[src/pdc_pkg.sv]
`timescale 1ns / 1ps

package pdc_pkg;

   localparam int GAIN_WIDTH      = 32;
   localparam int LIMIT_WIDTH     = 15;
   localparam int CSR_INDEX_WIDTH = 3;
   localparam int CSR_DATA_WIDTH  = 32;

   // saturated gain * difference term and the wide sums built from it
   localparam int TERM_WIDTH   = 63;
   localparam int SUM_WIDTH    = 64;
   localparam int TERM_SAT_BIT = 61;

   localparam logic [CSR_INDEX_WIDTH-1:0] CSR_LOOP_MODE      = 3'd0;
   localparam logic [CSR_INDEX_WIDTH-1:0] CSR_GAIN_P         = 3'd1;
   localparam logic [CSR_INDEX_WIDTH-1:0] CSR_GAIN_I         = 3'd2;
   localparam logic [CSR_INDEX_WIDTH-1:0] CSR_GAIN_D         = 3'd3;
   localparam logic [CSR_INDEX_WIDTH-1:0] CSR_INTEGRAL_LIMIT = 3'd4;
   localparam logic [CSR_INDEX_WIDTH-1:0] CSR_OUTPUT_LIMIT   = 3'd5;

   localparam logic MODE_POSITIONAL  = 1'b0;
   localparam logic MODE_INCREMENTAL = 1'b1;

   localparam logic [LIMIT_WIDTH-1:0] LIMIT_RESET = 15'd16384;

   typedef struct packed {
      logic                   loop_mode;
      logic [GAIN_WIDTH-1:0]  gain_p;
      logic [GAIN_WIDTH-1:0]  gain_i;
      logic [GAIN_WIDTH-1:0]  gain_d;
      logic [LIMIT_WIDTH-1:0] integral_limit;
      logic [LIMIT_WIDTH-1:0] output_limit;
   } cfg_type;

endpackage

[src/pdc_csr.sv]
`timescale 1ns / 1ps

module pdc_csr (
   input  logic                                  clock,
   input  logic                                  reset,
   input  logic                                  csr_wr_en,
   input  logic [pdc_pkg::CSR_INDEX_WIDTH-1:0]   csr_index,
   input  logic [pdc_pkg::CSR_DATA_WIDTH-1:0]    csr_wr_data,
   output pdc_pkg::cfg_type                      cfg
);
   import pdc_pkg::*;

   cfg_type cfg_ff;
   cfg_type cfg_in;

   always_comb begin
      cfg_in = cfg_ff;
      if (csr_wr_en) begin
         unique case (csr_index)
            CSR_LOOP_MODE:      cfg_in.loop_mode      = csr_wr_data[0];
            CSR_GAIN_P:         cfg_in.gain_p         = csr_wr_data[GAIN_WIDTH-1:0];
            CSR_GAIN_I:         cfg_in.gain_i         = csr_wr_data[GAIN_WIDTH-1:0];
            CSR_GAIN_D:         cfg_in.gain_d         = csr_wr_data[GAIN_WIDTH-1:0];
            CSR_INTEGRAL_LIMIT: cfg_in.integral_limit = csr_wr_data[LIMIT_WIDTH-1:0];
            CSR_OUTPUT_LIMIT:   cfg_in.output_limit   = csr_wr_data[LIMIT_WIDTH-1:0];
            default: ;
         endcase
      end
   end

   always_ff @(posedge clock) begin
      if (reset) begin
         cfg_ff.loop_mode      <= MODE_POSITIONAL;
         cfg_ff.gain_p         <= '0;
         cfg_ff.gain_i         <= '0;
         cfg_ff.gain_d         <= '0;
         cfg_ff.integral_limit <= LIMIT_RESET;
         cfg_ff.output_limit   <= LIMIT_RESET;
      end else begin
         cfg_ff <= cfg_in;
      end
   end

   assign cfg = cfg_ff;

endmodule

[config.mk]
export PLATFORM = sky130hd
export DESIGN_NAME = pdc_csr
export DESIGN_NICKNAME = d
export VERILOG_FILES = /design/src/pdc_pkg.sv /design/src/pdc_csr.sv
export SDC_FILE = /design/constraint.sdc
export NUM_CORES = 1
export LEC_CHECK = 0
export BUFFER_PORTS_ARGS = -buffer_cell sky130_fd_sc_hd__buf_2
export CAP_MARGIN = 30
export CORE_MARGIN = 2
export CORE_UTILIZATION = 46
export DETAILED_ROUTE_END_ITERATION = 8
export PLACE_DENSITY = 0.75
export RECOVER_POWER = 100
export SLEW_MARGIN = 40
export SYNTH_ARGS = -nofsm -noshare
export SYNTH_HDL_FRONTEND = slang
export SYNTH_SLANG_ARGS = --single-unit
[constraint.sdc]
create_clock -name clock -period 1.07 [get_ports clock]
set_clock_uncertainty 0.15 [all_clocks]
set_input_delay 0 -clock clock [delete_from_list [all_inputs] [get_ports clock]]
set_output_delay 0 -clock clock [all_outputs]
set_load 0.05 [all_outputs]
==> results_dict.tcl <==
set metrics [dict create \
    status "finished with violations" \
    violations "hold timing, setup timing" \
    hold_viol 122 \
    fmax_mhz 838 \
    cts_root_buffer "clkbuf_8" \
    critPathSlowestCell "dfxtp_2" \
    synthSimpleGateAreaFrac_pct 21.8 \
    dr_total_vias 4247 \
    hold_slack_ns -0.139 \
    utilization_pct 83.7 \
    grt_pass1_wl_um 23100 \
    worstSetupEndpointType "primary output" \
    syn_nets 491 \
    grt_max_degree 58 \
    synth_top_family_by_area "multiplexers" \
    yosysSeqAreaShare_pct 49.7 \
    post-route-min-period_ns 1.19 \
    antenna_found_initial 0 \
    synth_xor_area_share_pct 0 \
    slowest_delay_ns 0.37 \
    final_common_cell "nand2b_1" \
    worst-path-buf-inv 1 \
    fin_setup_tns_ns -11.00 \
    muxShareOfSynthArea_pct 24.9 \
    cts_sinks 127 \
    numPortBuffers 164 \
    drtPass1Iterations 4 \
    grt_pass1_vias 4482 \
    start_util_pct 47.2 \
    wl_per_cell_um 18.4 \
    startpoint_type "register" \
    synthAdderAreaFrac_pct 0 \
    row_count 38 \
    ys_types 13 \
    via_per_inst 4.88 \
    clk_pin_slew_ns 0.06 \
    crit_family "flip-flops" \
    nNetsFinal 755 \
    rsz0062_at_grt "yes" \
    arrival_ns 1.04 \
    p_leak_nw 4.34 \
    worst_slack_ns -0.123 \
    drt_iter0_drc 215 \
    synth_area_leaders "dfxtp_1 (50%), mux2i_1 (25%), nand2b_1 (19%), buf_4 (1.2%), clkbuf_1 (1.2%)" \
    drt_wl_total_um 16000 \
    dieWidth_um 109 \
    drc 0 \
    powerDensity_mw_per_mm2 1420 \
    cts_tree "yes" \
    clk-insertion-delay-late_ns 0.51 \
    p_total_mw 12.9 \
    htreeDepth 4 \
    path_cells "buf_8" \
    yosysWarnings 0 \
    avgSynthCellArea_um2 11.3 \
    ant_nets 0 \
    largest_reg_flops 127 \
    ir_drop_v 0.000971 \
    grt-ovfl-total 0 \
    final_cell_mix "nand2b_1 (157), mux2i_1 (127), dfxtp_2 (124), buf_8 (124), buf_4 (71)" \
    cts_buffer_depth 2 \
    dieArea_mm2 0.0120 \
    boundaryPins 165 \
    cp_data_required_time_ns 0.92 \
    num_antenna_cells 0 \
    grt_usage_pct 25.5 \
    worst_pin_slew_ns 0.383 \
    worst_hold_path_type "input port to register" \
    syn2layout_area_growth_pct 77.5 \
    drv_slew 0 \
    dp_hpwl_um 8220 \
    die_y_um 109 \
    hold_buffers 32 \
    synth_compound_area_share_pct 0 \
    synthCells 453 \
    path_max_fanout 2 \
    setup_viol 127 \
    cap_viol_max_count 0 \
    synth_top_area_share_pct 49.7 \
    synth_seq_cells 127 \
    worstSetupPathType "register to primary output" \
    period_share_pct 111 \
    drive_gt1_share_pct 55.5 \
    numCtsBuffers 17 \
    core_mm2 0.0108 \
    syn_area_mm2 0.00511 \
    yosys.area.top_type "dfxtp_1" \
    slew_headroom_pct 74.1 \
    gp_congestion 0.747 \
]
-- per-stage QoR --
step	setup slack, ns	area (µm²)	cells
floorplan	0.0313	5110	453
global placement	-0.0115	6220	748
detailed placement	-0.0972	6220	748
CTS	-0.117	8690	834
global route	-0.146	9070	870
finish	-0.123	9070	870
-- layer usage --
layer / up-vias / routed length [µm] / track usage, % / part of all wire (%)
met5: - / 0 / 0 / 0
met4: 0 / 246 / 8.05 / 1.5
met3: 24 / 1120 / 8.95 / 7.0
met2: 157 / 8700 / 47.5 / 54
met1: 2030 / 5900 / 26.6 / 37
li1: 2036 / - / - / -
-- worst reg2reg max path, delay by kind of cell, from the launching register on --
family                 cells  cell delay (ns)
buffers and inverters      1             0.13
DFF                        1             0.37
muxes                      1             0.22
and+or+nand+nor            1             0.07
-- what timing repair did --
action | 4_1_cts | 5_1_grt
buffers inserted | 22 | 36
pin swaps | 0 | 0
endpoints found under the hold margin | 127 | 102
gates resized for setup | 477 | 30
setup endpoints to repair | 127 | 127
-- worst paths after layout --
kind,slack [ns],depth (start not counted),start,endpoint
worst min-delay path,-0.14,4,csr_index[0],cfg[126]
worst max-delay path,-0.12,1,cfg[24],cfg[24]
worst min register to register,0.34,2,cfg[63],cfg[63]
worst max register to register,0.04,3,cfg[24],cfg[24]
-- cell type report --
cell class / count / area, µm²
Clock buffer: 24 / 500
Timing Repair Buffer: 276 / 3130
Tap cell: 140 / 175
Sequential cell: 127 / 2710
Clock inverter: 8 / 174
Fill cell: 517 / 1770
Multi-Input combinational cell: 295 / 2390
-- where the power goes --
| part | total [mW] | switching (mW) | internal [mW] |
|---|---|---|---|
| Clock | 6.47 | 2.07 | 4.40 |
| Sequential | 4.96 | 0.104 | 4.85 |
| Combinational | 1.50 | 0.770 | 0.729 |
-- cell usage after synthesis, drive strengths merged --
master     n
nor4b      1
buf       15
mux2i    127
dfxtp    127
nand2b   157
nand4b     2
clkbuf    16
and4bb     2
nor2       3
nand4bb    3
-- cell families (layout without fill, tap and decap cells) --
family / Yosys count / count (layout)
AND/OR/NAND/NOR: 168 / 168
multiplexers: 127 / 127
flip-flops: 127 / 127
buffers and inverters: 31 / 308
(Power assumes the default switching activity.)
