--- src/pdc_pkg.sv ---
`timescale 1ns / 1ps

package pdc_pkg;

   localparam int GAIN_WIDTH      = 32;
   localparam int LIMIT_WIDTH     = 15;
   localparam int CSR_INDEX_WIDTH = 3;
   localparam int CSR_DATA_WIDTH  = 32;

   // saturated gain * difference term and the wide sums built from it
   localparam int TERM_WIDTH   = 63;
   localparam int SUM_WIDTH    = 64;
   localparam int TERM_SAT_BIT = 61;

   localparam logic [CSR_INDEX_WIDTH-1:0] CSR_LOOP_MODE      = 3'd0;
   localparam logic [CSR_INDEX_WIDTH-1:0] CSR_GAIN_P         = 3'd1;
   localparam logic [CSR_INDEX_WIDTH-1:0] CSR_GAIN_I         = 3'd2;
   localparam logic [CSR_INDEX_WIDTH-1:0] CSR_GAIN_D         = 3'd3;
   localparam logic [CSR_INDEX_WIDTH-1:0] CSR_INTEGRAL_LIMIT = 3'd4;
   localparam logic [CSR_INDEX_WIDTH-1:0] CSR_OUTPUT_LIMIT   = 3'd5;

   localparam logic MODE_POSITIONAL  = 1'b0;
   localparam logic MODE_INCREMENTAL = 1'b1;

   localparam logic [LIMIT_WIDTH-1:0] LIMIT_RESET = 15'd16384;

   typedef struct packed {
      logic                   loop_mode;
      logic [GAIN_WIDTH-1:0]  gain_p;
      logic [GAIN_WIDTH-1:0]  gain_i;
      logic [GAIN_WIDTH-1:0]  gain_d;
      logic [LIMIT_WIDTH-1:0] integral_limit;
      logic [LIMIT_WIDTH-1:0] output_limit;
   } cfg_type;

endpackage

--- src/pdc_term.sv ---
`timescale 1ns / 1ps

module pdc_term #(
   parameter int DATA_WIDTH = 16
) (
   input  logic                                    clock,
   input  logic                                    reset,
   input  pdc_pkg::cfg_type                        cfg,
   input  logic                                    opnd_valid,
   output logic                                    opnd_stall,
   input  logic signed [DATA_WIDTH+2:0]            opnd_p,
   input  logic signed [DATA_WIDTH+2:0]            opnd_i,
   input  logic signed [DATA_WIDTH+2:0]            opnd_d,
   output logic                                    sum_valid,
   input  logic                                    sum_stall,
   output logic signed [pdc_pkg::SUM_WIDTH-1:0]    sum,
   output logic signed [pdc_pkg::TERM_WIDTH-1:0]   iterm
);
   import pdc_pkg::*;

   localparam int OPW = DATA_WIDTH + 3;
   localparam int PW  = GAIN_WIDTH + 1 + OPW;
   localparam int CW  = (PW > SUM_WIDTH) ? PW : SUM_WIDTH;
   localparam logic signed [CW-1:0] SAT_POS = CW'(1) <<< TERM_SAT_BIT;
   localparam logic signed [CW-1:0] SAT_NEG = -SAT_POS;

   logic                         valid2_ff, valid2_in;
   logic                         valid3_ff, valid3_in;
   logic                         hold2, hold3, take2, take3;
   logic signed [PW-1:0]         prod_p_ff, prod_p_in;
   logic signed [PW-1:0]         prod_i_ff, prod_i_in;
   logic signed [PW-1:0]         prod_d_ff, prod_d_in;
   logic signed [SUM_WIDTH-1:0]  sum_ff, sum_in;
   logic signed [TERM_WIDTH-1:0] iterm_ff, iterm_in;
   logic signed [TERM_WIDTH-1:0] term_p, term_i, term_d;
   logic signed [SUM_WIDTH-1:0]  i_add;

   function automatic logic signed [TERM_WIDTH-1:0] sat_term(
      input logic signed [PW-1:0] prod
   );
      logic signed [CW-1:0]         wide;
      logic signed [TERM_WIDTH-1:0] res;
      wide = CW'(prod);
      if (wide > SAT_POS) begin
         res = TERM_WIDTH'(SAT_POS);
      end else if (wide < SAT_NEG) begin
         res = TERM_WIDTH'(SAT_NEG);
      end else begin
         res = TERM_WIDTH'(wide);
      end
      return res;
   endfunction

   assign hold3      = valid3_ff & sum_stall;
   assign take3      = valid2_ff & ~hold3;
   assign hold2      = valid2_ff & hold3;
   assign take2      = opnd_valid & ~hold2;
   assign opnd_stall = hold2;
   assign valid2_in  = take2 | hold2;
   assign valid3_in  = take3 | hold3;

   // product stage
   always_comb begin
      prod_p_in = prod_p_ff;
      prod_i_in = prod_i_ff;
      prod_d_in = prod_d_ff;
      if (take2) begin
         prod_p_in = PW'($signed({1'b0, cfg.gain_p})) * PW'(opnd_p);
         prod_i_in = PW'($signed({1'b0, cfg.gain_i})) * PW'(opnd_i);
         prod_d_in = PW'($signed({1'b0, cfg.gain_d})) * PW'(opnd_d);
      end
   end

   // saturate and sum stage
   always_comb begin
      term_p = sat_term(prod_p_ff);
      term_i = sat_term(prod_i_ff);
      term_d = sat_term(prod_d_ff);
      // positional mode adds the integral later, after accumulation
      i_add  = (cfg.loop_mode == MODE_INCREMENTAL) ? SUM_WIDTH'(term_i) : '0;
      sum_in   = sum_ff;
      iterm_in = iterm_ff;
      if (take3) begin
         sum_in   = SUM_WIDTH'(term_p) + SUM_WIDTH'(term_d) + i_add;
         iterm_in = term_i;
      end
   end

   always_ff @(posedge clock) begin
      if (reset) begin
         valid2_ff <= 1'b0;
         valid3_ff <= 1'b0;
      end else begin
         valid2_ff <= valid2_in;
         valid3_ff <= valid3_in;
      end
   end

   always_ff @(posedge clock) begin
      prod_p_ff <= prod_p_in;
      prod_i_ff <= prod_i_in;
      prod_d_ff <= prod_d_in;
      sum_ff    <= sum_in;
      iterm_ff  <= iterm_in;
   end

   assign sum_valid = valid3_ff;
   assign sum       = sum_ff;
   assign iterm     = iterm_ff;

endmodule

--- config.mk ---
export PLATFORM = sky130hd
export DESIGN_NAME = pdc_term
export DESIGN_NICKNAME = d
export VERILOG_FILES = /design/src/pdc_pkg.sv /design/src/pdc_term.sv
export SDC_FILE = /design/constraint.sdc
export NUM_CORES = 2
export LEC_CHECK = 0
export BUFFER_PORTS_ARGS = -buffer_cell sky130_fd_sc_hd__buf_2
export CORE_MARGIN = 5
export CORE_UTILIZATION = 55
export CTS_BUF_LIST = sky130_fd_sc_hd__clkbuf_8
export DETAILED_ROUTE_END_ITERATION = 10
export GPL_ROUTABILITY_DRIVEN = 0
export GPL_TIMING_DRIVEN = 0
export PLACE_DENSITY_LB_ADDON = 0.1
export SYNTH_ARGS = -nofsm -noshare
export SYNTH_HDL_FRONTEND = slang
export SYNTH_SLANG_ARGS = --single-unit
--- constraint.sdc ---
create_clock -name clock -period 14.05 [get_ports clock]
set_clock_uncertainty 0.1 [all_clocks]
set_input_delay 1.405 -clock clock [delete_from_list [all_inputs] [get_ports clock]]
set_output_delay 1.405 -clock clock [all_outputs]
set_load 0.05 [all_outputs]
==> metrics.yaml <==
run_status:
  status: "complete, no violations"
yosys:
  synthSimpleGateAreaFrac_pct: 16.3
  synth_compound_area_share_pct: 5.82
  synthAdderAreaFrac_pct: 54.4
  synthDistinctLibCells: 81
  ys_seq_area_share_pct: 11.3
  synth.yosys.warnings: 0
  synth_commonest_cells: "1580 x fa_1, 1552 x inv_1, 983 x nand2_1, 920 x and2_1, 616 x ha_1"
  synth.largest_area_cell: "fa_1"
  muxShareOfSynthArea_pct: 0.0277
  synth_area_sq_um: 72300
  syn_nets: 9896
  synth_top_area_share_pct: 43.7
  synth_edf_count: 272
  avgSynthCellArea_sq_um: 9.63
  synth.most_common_cell: "fa_1"
  synth_top_flop_cell: "edfxtp_1"
  ys_top_cells_by_area: "fa_1 44%, edfxtp_1 11%, ha_1 11%"
  synth_cells: 7512
  synth_seq_cells: 274
  synth_top_family_by_area: "adder cells"
  synthArstFlopShare_pct: 0
  synth_xor_area_share_pct: 2.25
drt:
  drt_iter0_drc: 4760
  wl_mm: 225
  avgViaCountPerCell: 5.67
  firstDrtPassIters: 6
  drtAntennaViolNets: 0
  wl_per_cell_um: 23.3
  num_vias: 54600
  drc: 0
clocking:
  ctsResizeCount: 0
  numCtsBuffers: 43
  cts.sinks: 274
  worstSkewPairLatency_ns: 0.64
  clkTransAtPathRegs_ns: 0.07
  postCtsSetupBuffers: 0
  ctsHoldBuffers: 0
  cts-root-buf: "clkbuf_8"
  cts_tree: "built"
  clock_path_buffers: 3
  htreeDepth: 2
critical_path:
  end_kind: "flip-flop"
  rr_startpoint: "prod_i_ff[0]"
  crit_path_max_fanout: 10
  critPathLaunch: "opnd_p[3]"
  cp-start-kind: "primary input"
  critical_path_required_ns: 14.29
  critPathKind: "primary input to flip-flop"
  worstPathArrival_ns: 9.18
sta:
  fmax_mhz: 112
  period_needed_ns: 8.94
  worst_pin_slew_ns: 1.15
  whs_ns: 0.336
  slew_violations: 0
  post-route-period-util_pct: 63.6
  final-hold-violation-count: 0
  max-slew-margin-rel_pct: 21.1
  rsz0062_at_grt: "false"
  finalSetupViolCount: 0
placement:
  postPlaceCellArea_sq_um: 76100
  dp_hpwl_mm: 190
  io_buffers: 271
floorplanning:
  fp.coreArea_sq_um: 131000
  die_x_um: 373
  die_area_sq_um: 139000
  io_pins: 317
  start_util_pct: 55.2
  dieHeight_um: 373
  row_count: 133
global_route:
  grt_pass1_wl_mm: 342
  grt_max_degree: 37
  grt_pass1_vias: 57400
  grt_overflow: 0
  antenna_found_initial: 29
  grtUsageTotal_pct: 32.4
layout:
  final_cell_area_sq_um: 76900
  nets: 10200
  drive_above_1_share_pct: 4.84
  area_growth_pct: 6.29
run:
  drv_cap: 0
worst_hold_path:
  min_from: "prod_i_ff[7]"
  hold_class: "flip-flop to flip-flop"
==> flip-flops by register name, summed over array words and instances, names as in the netlist <==
register	flops
sum	64
iterm	52
prod_d_ff	52
prod_i_ff	52
prod_p_ff	52
sum_valid	1
valid2_ff	1
==> per-stage QoR <==
stage / setup WS [ns] / util [%] / TNS, ns / cells
after detailed placement: 4.67 / 58.1 / 0 / 9548
after floorplan: 3.42 / - / 0 / 7512
after global placement: -1.72 / 57.9 / -193.34 / 9538
final: 5.11 / 58.6 / 0 / 9630
after global routing: 4.70 / 58.6 / 0 / 9624
after CTS: 5.26 / 58.6 / 0 / 9622
==> worst paths after layout <==
kind / end / slack [ns] / cells past startpoint
setup / recovery: prod_p_ff[48] / 5.11 / 24
hold / removal: iterm[7] / 0.34 / 0
setup reg to reg: sum[53] / 8.80 / 15
hold reg to reg: iterm[7] / 0.34 / 0
==> worst max-delay path, stage by stage <==
cell and delay (ns):
buf_2 0.17, clkbuf_1 0.69, and2_1 0.26, fa_1 0.45
fa_1 0.52, inv_1 0.05, fa_1 0.49, inv_1 0.08
fa_1 0.50, inv_1 0.06, fa_1 0.54, inv_1 0.05
fa_1 0.43, ha_1 0.29, ha_1 0.38, a21oi_1 0.09
o31ai_1 0.28, a2111oi_0 0.20, o21ai_0 0.70, o21ai_0 0.36
a21oi_1 0.56, nand4_1 0.20, a211o_1 0.30, xnor2_1 0.12
==> cell families (layout without fill, tap and decap cells) <==
kind of cell               after synthesis  in the layout
DFF                                    274            274
xor gates and xnor gates               186            186
adders and majority gates             2196           2196
muxes                                    2              2
buffers and inverters                 1898           2253
AOI/OAI and AO/OA                      637            637
and+or+nand+nor                       2319           2319
other                                    0              8
==> layout make-up <==
| type | instances | area [sq um] |
|---|---|---|
| Clock buffer | 43 | 592 |
| Fill cell | 11700 | 54200 |
| Sequential cell | 274 | 8210 |
| Multi-Input combinational cell | 5340 | 57000 |
| Clock inverter | 31 | 153 |
| Timing Repair Buffer | 281 | 1570 |
| Antenna cell | 8 | 20.0 |
| Buffer | 346 | 1340 |
| Inverter | 1552 | 5830 |
| Tap cell | 1755 | 2200 |
==> cells in the final DEF, fill, tap and decap left out, types with 9 or more instances in the layout <==
cell type	count
and2_1	920
o31ai_1	9
clkbuf_1	326
o21bai_1	27
a31oi_1	27
xnor2_1	126
a21oi_1	204
fa_1	1580
nor2_1	111
a211oi_1	18
nand3_1	32
clkinv_1	14
inv_1	1559
buf_2	272
edfxtp_1	272
xor2_1	60
o21a_1	14
nand4_1	39
buf_4	11
ha_1	616
nand2_1	983
nor2b_1	93
and3_1	22
clkbuf_8	43
nor3_1	30
nand2b_1	45
o21ai_0	96
a21o_1	133
o211ai_1	23
==> layer usage <==
| layer | wire, um | vias to the layer above | GRT usage [%] |
|---|---|---|---|
| li1 | - | 23400 | - |
| met5 | 57 | - | 0 |
| met3 | 22200 | 588 | 6.60 |
| met4 | 13900 | 8 | 16.0 |
| met1 | 87200 | 27900 | 43.7 |
| met2 | 101000 | 2732 | 50.5 |
Power is left out: the tool's default activity adds up to more than one toggle a clock period on the data nets, which glitch-free logic cannot reach.
