## src/pdc_pkg.sv

```systemverilog
`timescale 1ns / 1ps

package pdc_pkg;

   localparam int GAIN_WIDTH      = 32;
   localparam int LIMIT_WIDTH     = 15;
   localparam int CSR_INDEX_WIDTH = 3;
   localparam int CSR_DATA_WIDTH  = 32;

   // saturated gain * difference term and the wide sums built from it
   localparam int TERM_WIDTH   = 63;
   localparam int SUM_WIDTH    = 64;
   localparam int TERM_SAT_BIT = 61;

   localparam logic [CSR_INDEX_WIDTH-1:0] CSR_LOOP_MODE      = 3'd0;
   localparam logic [CSR_INDEX_WIDTH-1:0] CSR_GAIN_P         = 3'd1;
   localparam logic [CSR_INDEX_WIDTH-1:0] CSR_GAIN_I         = 3'd2;
   localparam logic [CSR_INDEX_WIDTH-1:0] CSR_GAIN_D         = 3'd3;
   localparam logic [CSR_INDEX_WIDTH-1:0] CSR_INTEGRAL_LIMIT = 3'd4;
   localparam logic [CSR_INDEX_WIDTH-1:0] CSR_OUTPUT_LIMIT   = 3'd5;

   localparam logic MODE_POSITIONAL  = 1'b0;
   localparam logic MODE_INCREMENTAL = 1'b1;

   localparam logic [LIMIT_WIDTH-1:0] LIMIT_RESET = 15'd16384;

   typedef struct packed {
      logic                   loop_mode;
      logic [GAIN_WIDTH-1:0]  gain_p;
      logic [GAIN_WIDTH-1:0]  gain_i;
      logic [GAIN_WIDTH-1:0]  gain_d;
      logic [LIMIT_WIDTH-1:0] integral_limit;
      logic [LIMIT_WIDTH-1:0] output_limit;
   } cfg_type;

endpackage

```

## src/pdc_accum.sv

```systemverilog
`timescale 1ns / 1ps

module pdc_accum #(
   parameter int DATA_WIDTH = 16,
   parameter int FRAC_BITS  = 16
) (
   input  logic                                    clock,
   input  logic                                    reset,
   input  pdc_pkg::cfg_type                        cfg,
   input  logic                                    sum_valid,
   output logic                                    sum_stall,
   input  logic signed [pdc_pkg::SUM_WIDTH-1:0]    sum,
   input  logic signed [pdc_pkg::TERM_WIDTH-1:0]   iterm,
   output logic                                    rsp_valid,
   input  logic                                    rsp_stall,
   output logic signed [DATA_WIDTH-1:0]            rsp_drive
);
   import pdc_pkg::*;

   localparam int AW = 32 + FRAC_BITS;
   localparam int OW = LIMIT_WIDTH + 1 + FRAC_BITS;
   localparam int XW = (DATA_WIDTH > LIMIT_WIDTH) ? DATA_WIDTH : LIMIT_WIDTH;
   localparam logic signed [SUM_WIDTH-1:0] IACC_MAX =
      (SUM_WIDTH'(1) <<< (AW - 1)) - SUM_WIDTH'(1);
   localparam logic [XW-1:0] DRIVE_MAX = XW'({(DATA_WIDTH-1){1'b1}});

   logic                        valid4_ff, valid4_in;
   logic                        valid5_ff, valid5_in;
   logic                        valid6_ff, valid6_in;
   logic                        hold4, hold5, hold6, take4, take5, take6;
   logic                        incremental;
   logic signed [AW-1:0]        iacc_ff, iacc_in;
   logic signed [OW-1:0]        oacc_ff, oacc_in;
   logic signed [SUM_WIDTH-1:0] s4_sum_ff, s4_sum_in;
   logic signed [OW-1:0]        val5_ff, val5_in;
   logic signed [DATA_WIDTH-1:0] drive_ff, drive_in;
   logic signed [SUM_WIDTH-1:0] ilim, olim;
   logic signed [SUM_WIDTH-1:0] iacc_next, out_next, pos_val;
   logic                        neg6;
   logic signed [OW-1:0]        mag6;
   logic [LIMIT_WIDTH-1:0]      whole6;
   logic [XW-1:0]               whole_x, clip6;

   function automatic logic signed [SUM_WIDTH-1:0] clamp_sym(
      input logic signed [SUM_WIDTH-1:0] v,
      input logic signed [SUM_WIDTH-1:0] lim
   );
      logic signed [SUM_WIDTH-1:0] res;
      if (v > lim) begin
         res = lim;
      end else if (v < -lim) begin
         res = -lim;
      end else begin
         res = v;
      end
      return res;
   endfunction

   assign hold6     = valid6_ff & rsp_stall;
   assign take6     = valid5_ff & ~hold6;
   assign hold5     = valid5_ff & hold6;
   assign take5     = valid4_ff & ~hold5;
   assign hold4     = valid4_ff & hold5;
   assign take4     = sum_valid & ~hold4;
   assign sum_stall = hold4;
   assign valid4_in = take4 | hold4;
   assign valid5_in = take5 | hold5;
   assign valid6_in = take6 | hold6;

   assign incremental = (cfg.loop_mode == MODE_INCREMENTAL);
   assign ilim = SUM_WIDTH'({cfg.integral_limit, {FRAC_BITS{1'b0}}});
   assign olim = SUM_WIDTH'({cfg.output_limit, {FRAC_BITS{1'b0}}});

   // accumulate stage: integral in positional mode, output in incremental mode
   always_comb begin
      if (incremental) begin
         iacc_next = clamp_sym(SUM_WIDTH'(iterm), IACC_MAX);
      end else begin
         iacc_next = clamp_sym(SUM_WIDTH'(iacc_ff) + SUM_WIDTH'(iterm), ilim);
      end
      out_next = clamp_sym(SUM_WIDTH'(oacc_ff) + sum, olim);
      iacc_in   = take4 ? AW'(iacc_next) : iacc_ff;
      s4_sum_in = s4_sum_ff;
      if (take4) begin
         s4_sum_in = incremental ? out_next : sum;
      end
   end

   // positional output: add the integral that this item left behind
   always_comb begin
      pos_val = clamp_sym(s4_sum_ff + SUM_WIDTH'(iacc_ff), olim);
      val5_in = val5_ff;
      if (take5) begin
         val5_in = incremental ? OW'(s4_sum_ff) : OW'(pos_val);
      end
   end

   // user must hold mode with items in flight (unenforced); one write site live
   always_comb begin
      oacc_in = oacc_ff;
      priority if (take4 && incremental) begin
         oacc_in = OW'(out_next);
      end else if (take5 && !incremental) begin
         oacc_in = OW'(pos_val);
      end
   end

   // output stage: truncate toward zero, then fit the drive width
   always_comb begin
      neg6    = val5_ff[OW-1];
      mag6    = neg6 ? -val5_ff : val5_ff;
      whole6  = mag6[OW-2:FRAC_BITS];
      whole_x = XW'(whole6);
      clip6   = (whole_x > DRIVE_MAX) ? DRIVE_MAX : whole_x;
      drive_in = drive_ff;
      if (take6) begin
         drive_in = neg6 ? -DATA_WIDTH'(clip6) : DATA_WIDTH'(clip6);
      end
   end

   always_ff @(posedge clock) begin
      if (reset) begin
         valid4_ff <= 1'b0;
         valid5_ff <= 1'b0;
         valid6_ff <= 1'b0;
         iacc_ff   <= '0;
         oacc_ff   <= '0;
      end else begin
         valid4_ff <= valid4_in;
         valid5_ff <= valid5_in;
         valid6_ff <= valid6_in;
         iacc_ff   <= iacc_in;
         oacc_ff   <= oacc_in;
      end
   end

   always_ff @(posedge clock) begin
      s4_sum_ff <= s4_sum_in;
      val5_ff   <= val5_in;
      drive_ff  <= drive_in;
   end

   assign rsp_valid = valid6_ff;
   assign rsp_drive = drive_ff;

endmodule

```

## config.mk

```make
export PLATFORM = sky130hd
export DESIGN_NAME = pdc_accum
export DESIGN_NICKNAME = d
export VERILOG_FILES = /design/src/pdc_pkg.sv /design/src/pdc_accum.sv
export SDC_FILE = /design/constraint.sdc
export NUM_CORES = 1
export LEC_CHECK = 0
export BUFFER_PORTS_ARGS = -buffer_cell sky130_fd_sc_hd__buf_2
export CAP_MARGIN = 20
export CORE_UTILIZATION = 35
export DETAILED_ROUTE_END_ITERATION = 8
export GPL_ROUTABILITY_DRIVEN = 0
export SLEW_MARGIN = 20
export SYNTH_ARGS = -nofsm -noshare
export SYNTH_HDL_FRONTEND = slang
export SYNTH_SLANG_ARGS = --single-unit
```

## constraint.sdc

```tcl
create_clock -name clock -period 7.42 [get_ports clock]
set_clock_uncertainty 0.1 [all_clocks]
set_input_delay 0.742 -clock clock [delete_from_list [all_inputs] [get_ports clock]]
set_output_delay 0.742 -clock clock [all_outputs]
set_load 0.02 [all_outputs]
```

==> summary.md <==
| Metric | Value |
|---|---|
| Worst-margin pin slew | 921 ps |
| Cell taking the most area after synthesis | ha_1 |
| Largest family of logic cells by synthesized area | compound AO/OA/AOI/OAI gates |
| PD cells | 195 mW/mm² |
| DP Worst Slack | 33.0 ps |
| Hold Path Origin | valid4_ff$_SDFF_PP0_ |
| Hold path cells | 2 |
| Cts bufs inserted | 17 |
| Top cell type's share of synthesized area | 0.170 |
| Metal2 WL | 47400 µm |
| Post-CTS Setup Bufs | 0 |
| H-tree depth reported by CTS | 4 |
| Die Area | 0.0815 mm² |
| Worst path slowest cell | or4_1 |
| Startpoint types | input pin |
| Pre-antenna DRT Iters | 6 |
| Post-Route Setup TNS | 0 ps |
| Syn-to-layout area delta | 10.9% |
| Placed insts | 4907 |
| Final Cycle Share | 0.957 |
| Tmin final | 7100 ps |
| Placed instance area | 0.0306 mm² |
| Register area share after synthesis | 0.179 |
| XOR/XNOR Fraction of Synth Area | 0.0607 |
| Post-cts resize count | 0 |
| Remaining DRCs | 0 |
| Die height | 286 µm |
| Initial antenna violation count | 9 |
| Crit path DAT | 7420 ps |
| Synth cell types | 100 |
| Hold Crit Class | reg2reg |
| Top sig layer | met5 |
| WL final | 106000 µm |
| Crit Path Max Fanout | 22 |
| CP max stage delay | 480 ps |
| Fmax achieved | 141 MHz |
| Mux cell area share after synthesis | 0.0302 |
| First-pass GRT wire length | 162000 µm |
| Worst r2r dst | iacc_ff[42]$_SDFFE_PP0P_ |
| Ys async rst share | 0 |
| Count leader, synth | nand2_1 |
| Status | complete, no violations |
| Clock transition at path regs | 70 ps |
| Synth Cell Area | 0.0281 mm² |
| Initial Util | 0.355 |
| Fin. Hold Viols | 0 |
| I/O Pins | 276 |
| Final Cell Area | 0.0312 mm² |
| Detail Route Antenna Nets | 0 |
| Most instantiated cells after synthesis | nand2_1 (450), a21oi_1 (405), ha_1 (383) |
| CP most frequent cell | or4_1 |
| Slew Limit Fails | 0 |
| Post-DP HPWL | 88500 µm |
| Wl on met1 | 48300 µm |
| FILL cells | 8311 |
| CTS sink cnt | 195 |
| Largest net degree at the start of global routing | 61 |
| Wire per inst | 21.5 µm |
| Avg Cell Area, Syn | 7.51 µm² |
| DRT iter0 DRCs | 2677 |
| Via count | 29700 |
| Worst setup path end | iacc_ff[42]$_SDFFE_PP0P_ |
| # setup viols final | 0 |
| Clk_lat worst skew | 490 ps |
| Max VDD drop | 0.000194 V |
| Post-synthesis compound-gate area fraction | 0.287 |
| Post-synth top flop | edfxtp_1 |
| Static leakage | 13.6 nW |
| Met3 WL | 7190 µm |
| All-Layer GR Usage | 0.252 |
| Worst R2R Setup Slack | 370 ps |
| Unrepaired setup endpoints after global routing | false |
| Synth Register Bits | 195 |
| Synth Warn # | 0 |
| Cts hold-fix bufs | 0 |
| Root Buffer | clkbuf_16 |
| WP depth | 27 |
| Core area | 0.0793 mm² |
| Layout Cells excl Fill | 4940 |
| Critical Path RT | 7740 ps |
| CP endpoint kind | flop |
| Share of synthesized cell area in and, or, nand and nor gates | 0.226 |
| Vias in the first global route | 27400 |
| Maxcap violations | 0 |
| CTS tree | done |
| Layout cells sized above 1 | 0.112 |
| R2R Path Start | iacc_ff[11]$_SDFFE_PP0P_ |
| Setup Crit Path Kind | in2reg |
| Critical Path Start | iterm[0] |
| Buf+Inv Stages, Crit Path | 3 |
| Post-synth EDFFs | 112 |
| Die W | 286 µm |
| Syn Nets | 4391 |
| Worst setup slack after layout | 320 ps |
| Clock Path Buffers | 2 |
| Top cells by area, synth | ha_1 (17%), edfxtp_1 (12%), a21oi_1 (7.2%) |
| Post-synthesis adder-cell area fraction | 0.172 |
| Num rows | 103 |
| Vias/cell | 6.02 |
| Slew HR | 0.385 |
| Crit path max-delay family | simple AND/OR/NAND/NOR gates |
| Final #Nets | 4520 |
| Number of port buffers | 179 |
| R2R cell count | 25 |
| GRT overflow | 0 |
| Synth Instances | 3747 |
| Power Total | 6.08 mW |
==> placed cells by master, fill, tap and decap left out, types with 75 or more instances in the layout <==
cell / count
nand4_1: 115
nor2_1: 288
nand2_1: 450
o21ai_0: 255
a21oi_1: 403
edfxtp_1: 112
buf_4: 120
nor4_1: 75
nor3_1: 88
a21o_1: 100
inv_1: 131
buf_2: 178
dfxtp_1: 82
ha_1: 383
xnor2_1: 131
==> how the worst min path moves through the flow <==
stage                                           to  slack, ps
final                         valid5_ff$_SDFF_PP0_        360
after detailed placement      valid5_ff$_SDFF_PP0_        350
after global placement    oacc_ff[28]$_SDFFE_PP0P_        350
after global routing      oacc_ff[28]$_SDFFE_PP0P_        400
after CTS                     valid5_ff$_SDFF_PP0_        360
after floorplan           oacc_ff[19]$_SDFFE_PP0P_        340
==> cells by family after synthesis <==
group	count (synthesis)
adder cells (fa/ha/maj)	386
AO/OA/AOI/OAI	1249
AND/OR/NAND/NOR	1313
flip-flops	195
buffers and inverters	328
multiplexers	81
XOR/XNOR	195
==> where the power goes <==
group          internal [mW]  leakage (nW)  switching [mW]
registers               1.29          1.78           0.127
logic                   1.41          11.5            2.33
clock network          0.443         0.271           0.483
==> per-stage QoR <==
step,util,hold WS [ps]
finish,0.394,363
global route,0.394,397
CTS,0.393,364
detailed placement,0.386,353
global placement,0.386,351
floorplan,-,336
==> routing by layer <==
metal	global-route usage	up-vias
met4	0.0787	10
met5	0	-
met1	0.352	14000
li1	-	14400
met2	0.409	1134
met3	0.0234	172
==> worst reg2reg max path: stages (launching register included) <==
cell     delay, ps
dfxtp_1        360
ha_1           430
nand2_1        100
o21ai_0        280
a21oi_1        160
o31ai_1        460
nor2b_1        120
o21ai_0        350
a21oi_1        150
xnor2_1        200
ha_1           330
nand3_1        150
nor4_1         320
nand2_1        150
or4_1          420
or4_1          480
nor4_1         210
a31oi_1        270
or4_1          460
nor3_1         240
a41o_1         270
buf_12         190
nand2_1        180
nor3_2         250
buf_4          210
a22o_1         150
==> flip-flops by register name (all words and copies together) (netlist names) <==
signal     count
rsp_drive     16
valid4_ff      1
s4_sum_ff     64
iacc_ff       48
val5_ff       32
oacc_ff       32
rsp_valid      1
valid5_ff      1
==> cell type report <==
type                            instances  area [µm²]  share of cell area
Tap cell                             1050        1310              0.0421
Sequential cell                       195        5030               0.161
Clock buffer                           19         433              0.0139
Inverter                              134         503              0.0161
Multi-Input combinational cell       3224       21900               0.702
Clock inverter                         13         118             0.00377
Antenna cell                            1        2.50           0.0000802
Timing Repair Buffer                  304        1900              0.0610
Power figures use the tool's default switching activity.
