$ cat src/pdc_pkg.sv
`timescale 1ns / 1ps

package pdc_pkg;

   localparam int GAIN_WIDTH      = 32;
   localparam int LIMIT_WIDTH     = 15;
   localparam int CSR_INDEX_WIDTH = 3;
   localparam int CSR_DATA_WIDTH  = 32;

   // saturated gain * difference term and the wide sums built from it
   localparam int TERM_WIDTH   = 63;
   localparam int SUM_WIDTH    = 64;
   localparam int TERM_SAT_BIT = 61;

   localparam logic [CSR_INDEX_WIDTH-1:0] CSR_LOOP_MODE      = 3'd0;
   localparam logic [CSR_INDEX_WIDTH-1:0] CSR_GAIN_P         = 3'd1;
   localparam logic [CSR_INDEX_WIDTH-1:0] CSR_GAIN_I         = 3'd2;
   localparam logic [CSR_INDEX_WIDTH-1:0] CSR_GAIN_D         = 3'd3;
   localparam logic [CSR_INDEX_WIDTH-1:0] CSR_INTEGRAL_LIMIT = 3'd4;
   localparam logic [CSR_INDEX_WIDTH-1:0] CSR_OUTPUT_LIMIT   = 3'd5;

   localparam logic MODE_POSITIONAL  = 1'b0;
   localparam logic MODE_INCREMENTAL = 1'b1;

   localparam logic [LIMIT_WIDTH-1:0] LIMIT_RESET = 15'd16384;

   typedef struct packed {
      logic                   loop_mode;
      logic [GAIN_WIDTH-1:0]  gain_p;
      logic [GAIN_WIDTH-1:0]  gain_i;
      logic [GAIN_WIDTH-1:0]  gain_d;
      logic [LIMIT_WIDTH-1:0] integral_limit;
      logic [LIMIT_WIDTH-1:0] output_limit;
   } cfg_type;

endpackage

$ cat src/pdc_error.sv
`timescale 1ns / 1ps

module pdc_error #(
   parameter int DATA_WIDTH = 16
) (
   input  logic                         clock,
   input  logic                         reset,
   input  logic                         loop_mode,
   input  logic                         req_valid,
   output logic                         req_stall,
   input  logic signed [DATA_WIDTH-1:0] req_measured,
   input  logic signed [DATA_WIDTH-1:0] req_target,
   output logic                         opnd_valid,
   input  logic                         opnd_stall,
   output logic signed [DATA_WIDTH+2:0] opnd_p,
   output logic signed [DATA_WIDTH+2:0] opnd_i,
   output logic signed [DATA_WIDTH+2:0] opnd_d
);
   import pdc_pkg::*;

   localparam int EW  = DATA_WIDTH + 1;
   localparam int OPW = DATA_WIDTH + 3;

   logic                  valid_ff, valid_in;
   logic                  hold, take;
   logic signed [EW-1:0]  e_now_ff, e_now_in;
   logic signed [EW-1:0]  e_prev_ff, e_prev_in;
   logic signed [EW-1:0]  e_prev2_ff, e_prev2_in;
   logic signed [OPW-1:0] opnd_p_ff, opnd_p_in;
   logic signed [OPW-1:0] opnd_i_ff, opnd_i_in;
   logic signed [OPW-1:0] opnd_d_ff, opnd_d_in;
   logic signed [EW-1:0]  error_new;
   logic signed [OPW-1:0] diff1, diff2;

   assign hold      = valid_ff & opnd_stall;
   assign take      = req_valid & ~hold;
   assign req_stall = hold;
   assign valid_in  = take | hold;

   always_comb begin
      error_new = EW'(req_target) - EW'(req_measured);
      // first and second difference against the kept history
      diff1 = OPW'(error_new) - OPW'(e_now_ff);
      diff2 = diff1 - OPW'(e_now_ff) + OPW'(e_prev_ff);

      e_now_in   = e_now_ff;
      e_prev_in  = e_prev_ff;
      e_prev2_in = e_prev2_ff;
      opnd_p_in  = opnd_p_ff;
      opnd_i_in  = opnd_i_ff;
      opnd_d_in  = opnd_d_ff;
      if (take) begin
         e_prev2_in = e_prev_ff;
         e_prev_in  = e_now_ff;
         e_now_in   = error_new;
         opnd_i_in  = OPW'(error_new);
         if (loop_mode == MODE_INCREMENTAL) begin
            opnd_p_in = diff1;
            opnd_d_in = diff2;
         end else begin
            opnd_p_in = OPW'(error_new);
            opnd_d_in = diff1;
         end
      end
   end

   always_ff @(posedge clock) begin
      if (reset) begin
         valid_ff   <= 1'b0;
         e_now_ff   <= '0;
         e_prev_ff  <= '0;
         e_prev2_ff <= '0;
      end else begin
         valid_ff   <= valid_in;
         e_now_ff   <= e_now_in;
         e_prev_ff  <= e_prev_in;
         e_prev2_ff <= e_prev2_in;
      end
   end

   always_ff @(posedge clock) begin
      opnd_p_ff <= opnd_p_in;
      opnd_i_ff <= opnd_i_in;
      opnd_d_ff <= opnd_d_in;
   end

   assign opnd_valid = valid_ff;
   assign opnd_p     = opnd_p_ff;
   assign opnd_i     = opnd_i_ff;
   assign opnd_d     = opnd_d_ff;

endmodule

$ cat config.mk
export PLATFORM = sky130hd
export DESIGN_NAME = pdc_error
export DESIGN_NICKNAME = d
export VERILOG_FILES = /design/src/pdc_pkg.sv /design/src/pdc_error.sv
export SDC_FILE = /design/constraint.sdc
export NUM_CORES = 1
export LEC_CHECK = 0
export ABC_AREA = 0
export BUFFER_PORTS_ARGS = -buffer_cell sky130_fd_sc_hd__buf_4
export CAP_MARGIN = 15
export CORE_MARGIN = 8
export CORE_UTILIZATION = 53
export CTS_CLUSTER_DIAMETER = 40
export DETAILED_ROUTE_END_ITERATION = 10
export PLACE_DENSITY = 0.71
export SLEW_MARGIN = 5
export SYNTH_ARGS = -nofsm -noshare
export SYNTH_HDL_FRONTEND = slang
export SYNTH_SLANG_ARGS = --single-unit
$ cat constraint.sdc
create_clock -name clock -period 7.9 [get_ports clock]
set_input_delay 0.79 -clock clock [delete_from_list [all_inputs] [get_ports clock]]
set_output_delay 0.79 -clock clock [all_outputs]
set_load 0.03 [all_outputs]
==> flow_metrics.py, run 1 <==
metrics = {
    "outcome": {
        "status": "completed",
    },
    "worst_hold_path": {
        "hold_path_depth": 2,
        "hp-start": "e_prev_ff[9]$_SDFFE_PP0P_",
        "hold_end": "e_prev_ff[9]$_SDFFE_PP0P_",
        "hp-class": "flip-flop to flip-flop",
    },
    "clocking": {
        "cts_root_buf": "clkbuf_16",
        "cts_setup_buffers": 0,
        "htree_levels": 3,
        "postCtsHoldBufs": 0,
        "cts_num_sinks": 89,
        "cts_buffer_depth": 2,
        "clkTransAtPathRegs_ns": 0.07,
        "cts_tree": "done",
        "insertion_delay_ns": 0.36,
        "cts_buffers": 9,
        "cts_resized": 0,
    },
    "cells_and_area": {
        "seq_area_mm2": 0.00232,
        "multi_input_area_mm2": 0.00402,
        "syn2layout_area_growth_pct": 16.7,
        "fin_cells": 1029,
        "diodes": 0,
        "drive_gt1_frac": 0.151,
        "num-nets-final": 961,
        "nFillCells": 1092,
    },
    "routing": {
        "antenna_left": 0,
        "drt_iter0_drc": 497,
        "vias": 5899,
        "viasPerCell": 5.73,
        "drtPass1Iterations": 6,
        "wirelength_um": 17700,
        "avgRoutedWirePerCell_um": 17.2,
        "drcViolationCount": 0,
    },
    "grt": {
        "grt_pass1_vias": 5676,
        "grt_start_max_net_pins": 53,
        "grt_antenna_before_repair": 0,
        "grt_pass1_wl_um": 28500,
        "grt_usage": 0.216,
        "gr-total-overflow": 0,
    },
    "setup_path": {
        "critPathCaptureType": "flip-flop",
        "required_ns": 7.99,
        "r2r-end": "opnd_d[14]$_DFFE_PP_",
        "cp_max_fo": 8,
        "arrival_ns": 6.47,
        "critPathKind": "input port to flip-flop",
        "worstReg2RegStart": "e_now_ff[1]$_SDFFE_PP0P_",
        "rr_worst_depth": 16,
        "r2r_slack_ns": 3.10,
        "worstSetupStartpointType": "input port",
    },
    "logic_synthesis": {
        "seq_area_frac_synth": 0.341,
        "synth.distinct_cells": 63,
        "syn-num-nets": 880,
        "synth_area_mm2": 0.00680,
        "synth_ff_type": "edfxtp_1",
        "ys_async_sr_fraction": 0,
        "synth_edf_count": 54,
        "syn_avg_cell_area_um2": 8.82,
        "ys_ff_latch": 89,
        "synth_cells": 771,
        "yosysWarnings": 0,
    },
    "placement": {
        "io_buffers": 95,
        "post-dp-hpwl_um": 13400,
        "dp_slack_ns": 1.23,
        "dp.cells": 1013,
        "gp_congestion": 0.967,
    },
    "sta": {
        "relSlewSlack": 0.406,
        "fmax_mhz": 157,
        "rsz0062_at_grt": "no",
        "fin_ws_ns": 1.52,
        "hold_violations": 0,
        "fin_setup_tns_ns": 0,
        "drv_slew": 0,
        "period_minus_slack_ns": 6.38,
        "setup_violations": 0,
        "finClkSkew_ns": 0.00772,
        "tightest_slew_ns": 0.890,
        "min_period_over_period": 0.808,
    },
    "die": {
        "start_util": 0.541,
        "die_area_mm2": 0.0167,
        "die_width_um": 129,
        "coreArea_mm2": 0.0126,
        "die_h_um": 129,
        "pin_count": 96,
        "rows": 41,
    },
    "job": {
        "maxCapViolCount": 0,
    },
    "power_and_ir_drop": {
        "p_per_area_mw_per_mm2": 409,
        "vdd_drop_max_mv": 0.133,
        "power_mw": 3.24,
        "p_leak_nw": 3.50,
    },
}
-- worst max-delay path by stage --
stage	startpoint	end	slack, ns	depth (start not counted)
finish	req_measured[0]	opnd_d[14]$_DFFE_PP_	1.52	23
global route	req_measured[0]	opnd_d[18]$_DFFE_PP_	1.03	23
CTS	req_measured[0]	opnd_d[14]$_DFFE_PP_	1.55	23
detailed placement	req_measured[0]	opnd_d[14]$_DFFE_PP_	1.23	23
global placement	req_measured[0]	opnd_d[14]$_DFFE_PP_	1.20	23
floorplan	req_measured[4]	opnd_d[14]$_DFFE_PP_	2.01	23
-- routing by layer --
metal	GRT usage	up-vias	part of all wire
met5	0	-	0
li1	-	2875	-
met1	0.289	2781	0.48
met2	0.339	220	0.44
met3	0.0403	23	0.060
met4	0.0795	0	0.020
-- power breakdown --
group | total, mW | internal (mW) | leakage, nW | switching, mW
Sequential | 0.684 | 0.647 | 0.810 | 0.0376
Combinational | 2.11 | 0.844 | 2.54 | 1.26
Clock | 0.451 | 0.255 | 0.149 | 0.195
Total | 3.24 | 1.75 | 3.50 | 1.50
-- kinds of logic after synthesis --
family                     Yosys count  synth area share
muxes                               28            0.0427
buffers and inverters              121            0.0684
DFF                                 89             0.341
AOI/OAI and AO/OA                  196             0.187
adders and majority gates           72             0.154
xor gates and xnor gates            35            0.0451
and+or+nand+nor                    230             0.161
-- final cells by class --
cell class | instances | area share
sequential | 89 | 0.293
tap | 172 | 0.0271
multi-input combinational | 561 | 0.506
timing repair buffer | 97 | 0.0917
clock inverter | 6 | 0.00820
inverter | 94 | 0.0445
clock buffer | 10 | 0.0301
-- flip-flops by register name, indices dropped and copies added, names as in the netlist --
name        cells
opnd_i         17
e_now_ff       17
opnd_valid      1
opnd_p         18
opnd_d         19
e_prev_ff      17
-- worst max-delay path, cell delays in order --
cell       delay [ns]
buf_4            0.11
ha_1             0.22
fa_1             0.40
nand2b_1         0.17
a21oi_1          0.24
nand2b_1         0.18
a311o_1          0.23
xnor2_1          0.21
inv_1            0.13
ha_1             0.41
a21oi_1          0.24
o21ai_0          0.25
a21oi_1          0.34
xor2_1           0.36
fa_1             0.47
inv_1            0.07
ha_1             0.30
o21a_1           0.16
a2111oi_0        0.43
nor3_1           0.18
nor3_2           0.32
xor2_1           0.18
mux2i_1          0.08
-- placed cells by master, fill, tap and decap left out, types with 17 or more instances in the layout --
cell type	n
o21ai_0	33
buf_4	97
inv_1	93
fa_1	20
a21oi_1	64
edfxtp_1	54
dfxtp_1	35
ha_1	52
xnor2_1	22
mux2i_1	20
a211oi_1	17
nor2_1	48
nand2_1	92
-- stage by stage --
stage / utilization / hold WS [ns] / area, um^2
after floorplan: - / 0.436 / 6800
after global placement: 0.607 / 0.442 / 7630
after detailed placement: 0.607 / 0.447 / 7630
after CTS: 0.632 / 0.456 / 7940
after global routing: 0.632 / 0.478 / 7940
final: 0.632 / 0.456 / 7940
-- synth_stat cells (12+ instances only) --
cell	instances	share of area
o21ai_0	33	0.024
nor2_1	48	0.026
o21a_1	12	0.013
a211oi_1	17	0.019
inv_1	93	0.051
nand3_1	15	0.011
a21oi_1	64	0.047
nand2_1	92	0.051
edfxtp_1	54	0.24
xor2_1	13	0.017
ha_1	52	0.096
fa_1	20	0.059
dfxtp_1	35	0.10
a21o_1	15	0.017
mux2i_1	20	0.029
xnor2_1	22	0.028
clkbuf_1	19	0.010
(Power assumes the default switching activity.)
==> run 2: changes to the inputs <==
Settings changed: ABC_AREA 0 to 1, PLACE_DENSITY 0.71 to 0.74.
Clock period 7.9 ns to 5.4 ns, I/O delays scaled along.
==> run 2 against run 1 <==
Total power is 33% higher; final cell count is 15% higher; global-route usage is 1.7 points lower; clock power is 39% higher; register-to-register slack worse by 1.5 ns; combinational power is 30% higher; critical endpoint is now opnd_d[18]$_DFFE_PP_; largest power group unchanged.
==> flow_metrics.py, run 2 <==
metrics = {
    "outcome": {
        "status": "completed",
    },
    "sta": {
        "finClkSkew_ns": 0.0153,
        "relSlewSlack": 0.315,
        "drv_slew": 0,
        "min_period_over_period": 0.892,
        "hold_violations": 0,
        "setup_violations": 0,
        "rsz0062_at_grt": "no",
        "fin_setup_tns_ns": 0,
        "tightest_slew_ns": 1.03,
        "period_minus_slack_ns": 4.81,
        "fmax_mhz": 208,
    },
    "setup_path": {
        "worstSetupStartpointType": "input port",
        "arrival_ns": 4.92,
        "required_ns": 5.50,
        "cp_top_family": "adder cells",
        "cp_max_fo": 6,
        "crit_top_cell": "nand2_1",
        "timing.critical_path.buf_inv": 3,
        "max_stage_delay_ns": 0.46,
        "critPathKind": "input port to flip-flop",
        "cpMaxStageDelayCell": "fa_1",
        "critPathCaptureType": "flip-flop",
    },
    "cells_and_area": {
        "num-nets-final": 1112,
        "utilization": 0.635,
        "final_common_cell": "nand2_1",
        "diodes": 0,
        "largest_reg_flops": 19,
        "mostFrequentLayoutCells": "nand2_1 (256), inv_1 (158), buf_4 (108), nor2_1 (63), nand3_1 (61)",
        "drive_gt1_frac": 0.141,
        "final_cell_area_mm2": 0.00795,
        "syn2layout_area_growth_pct": 18.1,
    },
    "logic_synthesis": {
        "syn_avg_cell_area_um2": 7.44,
        "synth_cells": 905,
        "synth_edf_count": 54,
        "synth_top_cell_area_share": 0.241,
        "synth_area_leaders": "edfxtp_1 (24%), nand2_1 (14%), dfxtp_1 (10%), ha_1 (9.7%), inv_1 (8.8%)",
        "ys_ff_latch": 89,
        "synth_compound_area_frac": 0.106,
        "synth_top_family_by_area": "simple AND/OR/NAND/NOR gates",
        "synth_common_cells": "nand2_1 (256), inv_1 (158), nor2_1 (63), nand3_1 (61), a21oi_1 (59)",
        "synth.distinct_cells": 39,
        "synth_ff_type": "edfxtp_1",
        "yosysWarnings": 0,
        "synth_top_area_cell": "edfxtp_1",
        "synthXorXnorAreaFrac": 0.0271,
        "yosys.area_share.simple": 0.261,
        "synth_area_mm2": 0.00673,
        "muxShareOfSynthArea": 0,
        "ys_async_sr_fraction": 0,
        "seq_area_frac_synth": 0.345,
        "syn-num-nets": 1014,
        "synth-adder-area-share": 0.156,
        "synth_most_common_cell": "nand2_1",
    },
    "routing": {
        "viasPerCell": 5.02,
        "wirelength_um": 16000,
        "drcViolationCount": 0,
        "vias": 5920,
        "drtPass1Iterations": 5,
        "drt_iter0_drc": 447,
        "avgRoutedWirePerCell_um": 13.6,
        "antenna_left": 0,
    },
    "grt": {
        "grt_pass1_wl_um": 26200,
        "grt_usage": 0.199,
        "gr-total-overflow": 0,
        "grt_antenna_before_repair": 0,
        "grt_start_max_net_pins": 59,
        "grt_pass1_vias": 5495,
    },
    "job": {
        "maxCapViolCount": 0,
    },
    "clocking": {
        "cts_buffers": 9,
        "postCtsHoldBufs": 0,
        "htree_levels": 3,
        "cts_tree": "done",
        "cts_resized": 0,
        "insertion_delay_ns": 0.35,
        "cts_setup_buffers": 0,
        "cts_buffer_depth": 2,
        "clkTransAtPathRegs_ns": 0.08,
        "cts_root_buf": "clkbuf_16",
        "cts_num_sinks": 89,
    },
    "placement": {
        "placed_area_mm2": 0.00765,
        "io_buffers": 95,
        "gp_congestion": 0.926,
        "post-dp-hpwl_um": 12600,
    },
    "die": {
        "die_h_um": 129,
        "rows": 41,
        "pin_count": 96,
        "die_width_um": 129,
        "start_util": 0.538,
        "coreArea_mm2": 0.0125,
        "die_area_mm2": 0.0166,
    },
    "power_and_ir_drop": {
        "p_per_area_mw_per_mm2": 545,
        "power_mw": 4.33,
        "vdd_drop_max_mv": 0.202,
        "p_leak_nw": 4.06,
    },
    "worst_hold_path": {
        "hp-class": "input port to flip-flop",
    },
}
## run 2: routing by layer
| metal | global-route usage | routed length, um |
|---|---|---|
| met1 | 0.274 | 7790 |
| met2 | 0.307 | 7010 |
| met3 | 0.0335 | 972 |
| met4 | 0.0753 | 267 |
| met5 | 0 | 0 |
## run 2: final cells by class
cell class | count | area (um^2)
Tap cell | 172 | 215
Clock buffer | 9 | 225
Fill cell | 1135 | 4570
Inverter | 160 | 601
Clock inverter | 7 | 70.1
Multi-Input combinational cell | 635 | 3700
Sequential cell | 89 | 2320
Timing Repair Buffer | 108 | 811
## run 2: kinds of logic (layout without fill, tap and decap cells)
| family | after synthesis | count (layout) |
|---|---|---|
| xor+xnor | 20 | 20 |
| fa+ha+maj | 72 | 72 |
| compound gates | 128 | 128 |
| flops | 89 | 89 |
| buf+inv | 181 | 284 |
| simple gates | 415 | 415 |
## run 2: where the power goes
part,leakage [nW],internal (mW),total (mW),switching (mW)
sequential,0.817,0.912,0.956,0.0439
combinational,3.10,1.02,2.74,1.73
clock,0.147,0.327,0.628,0.301
total,4.06,2.25,4.33,2.07
## run 2: worst paths after layout
check	end	slack, ns	from	cells after the start
setup / recovery	opnd_d[18]$_DFFE_PP_	0.59	req_measured[0]	26
hold / removal	opnd_valid$_SDFF_PP0_	0.46	opnd_stall	3
hold reg to reg	e_prev_ff[0]$_SDFFE_PP0P_	0.48	e_prev_ff[0]$_SDFFE_PP0P_	2
setup reg to reg	opnd_d[16]$_DFFE_PP_	1.60	e_now_ff[0]$_SDFFE_PP0P_	20
## run 2: metrics by stage
stage / std cells / worst slack [ns] / hold WS, ns
after floorplan: 905 / 0.858 / 0.445
after global placement: 1164 / 0.345 / 0.460
after detailed placement: 1164 / 0.233 / 0.470
after CTS: 1180 / 0.594 / 0.455
after global routing: 1180 / 0.202 / 0.500
final: 1180 / 0.585 / 0.456
## run 2: tightest hold or removal path, cell delays in order
cell	delay, ns
buf_4	0.11
nand2_1	0.06
a21oi_1	0.06
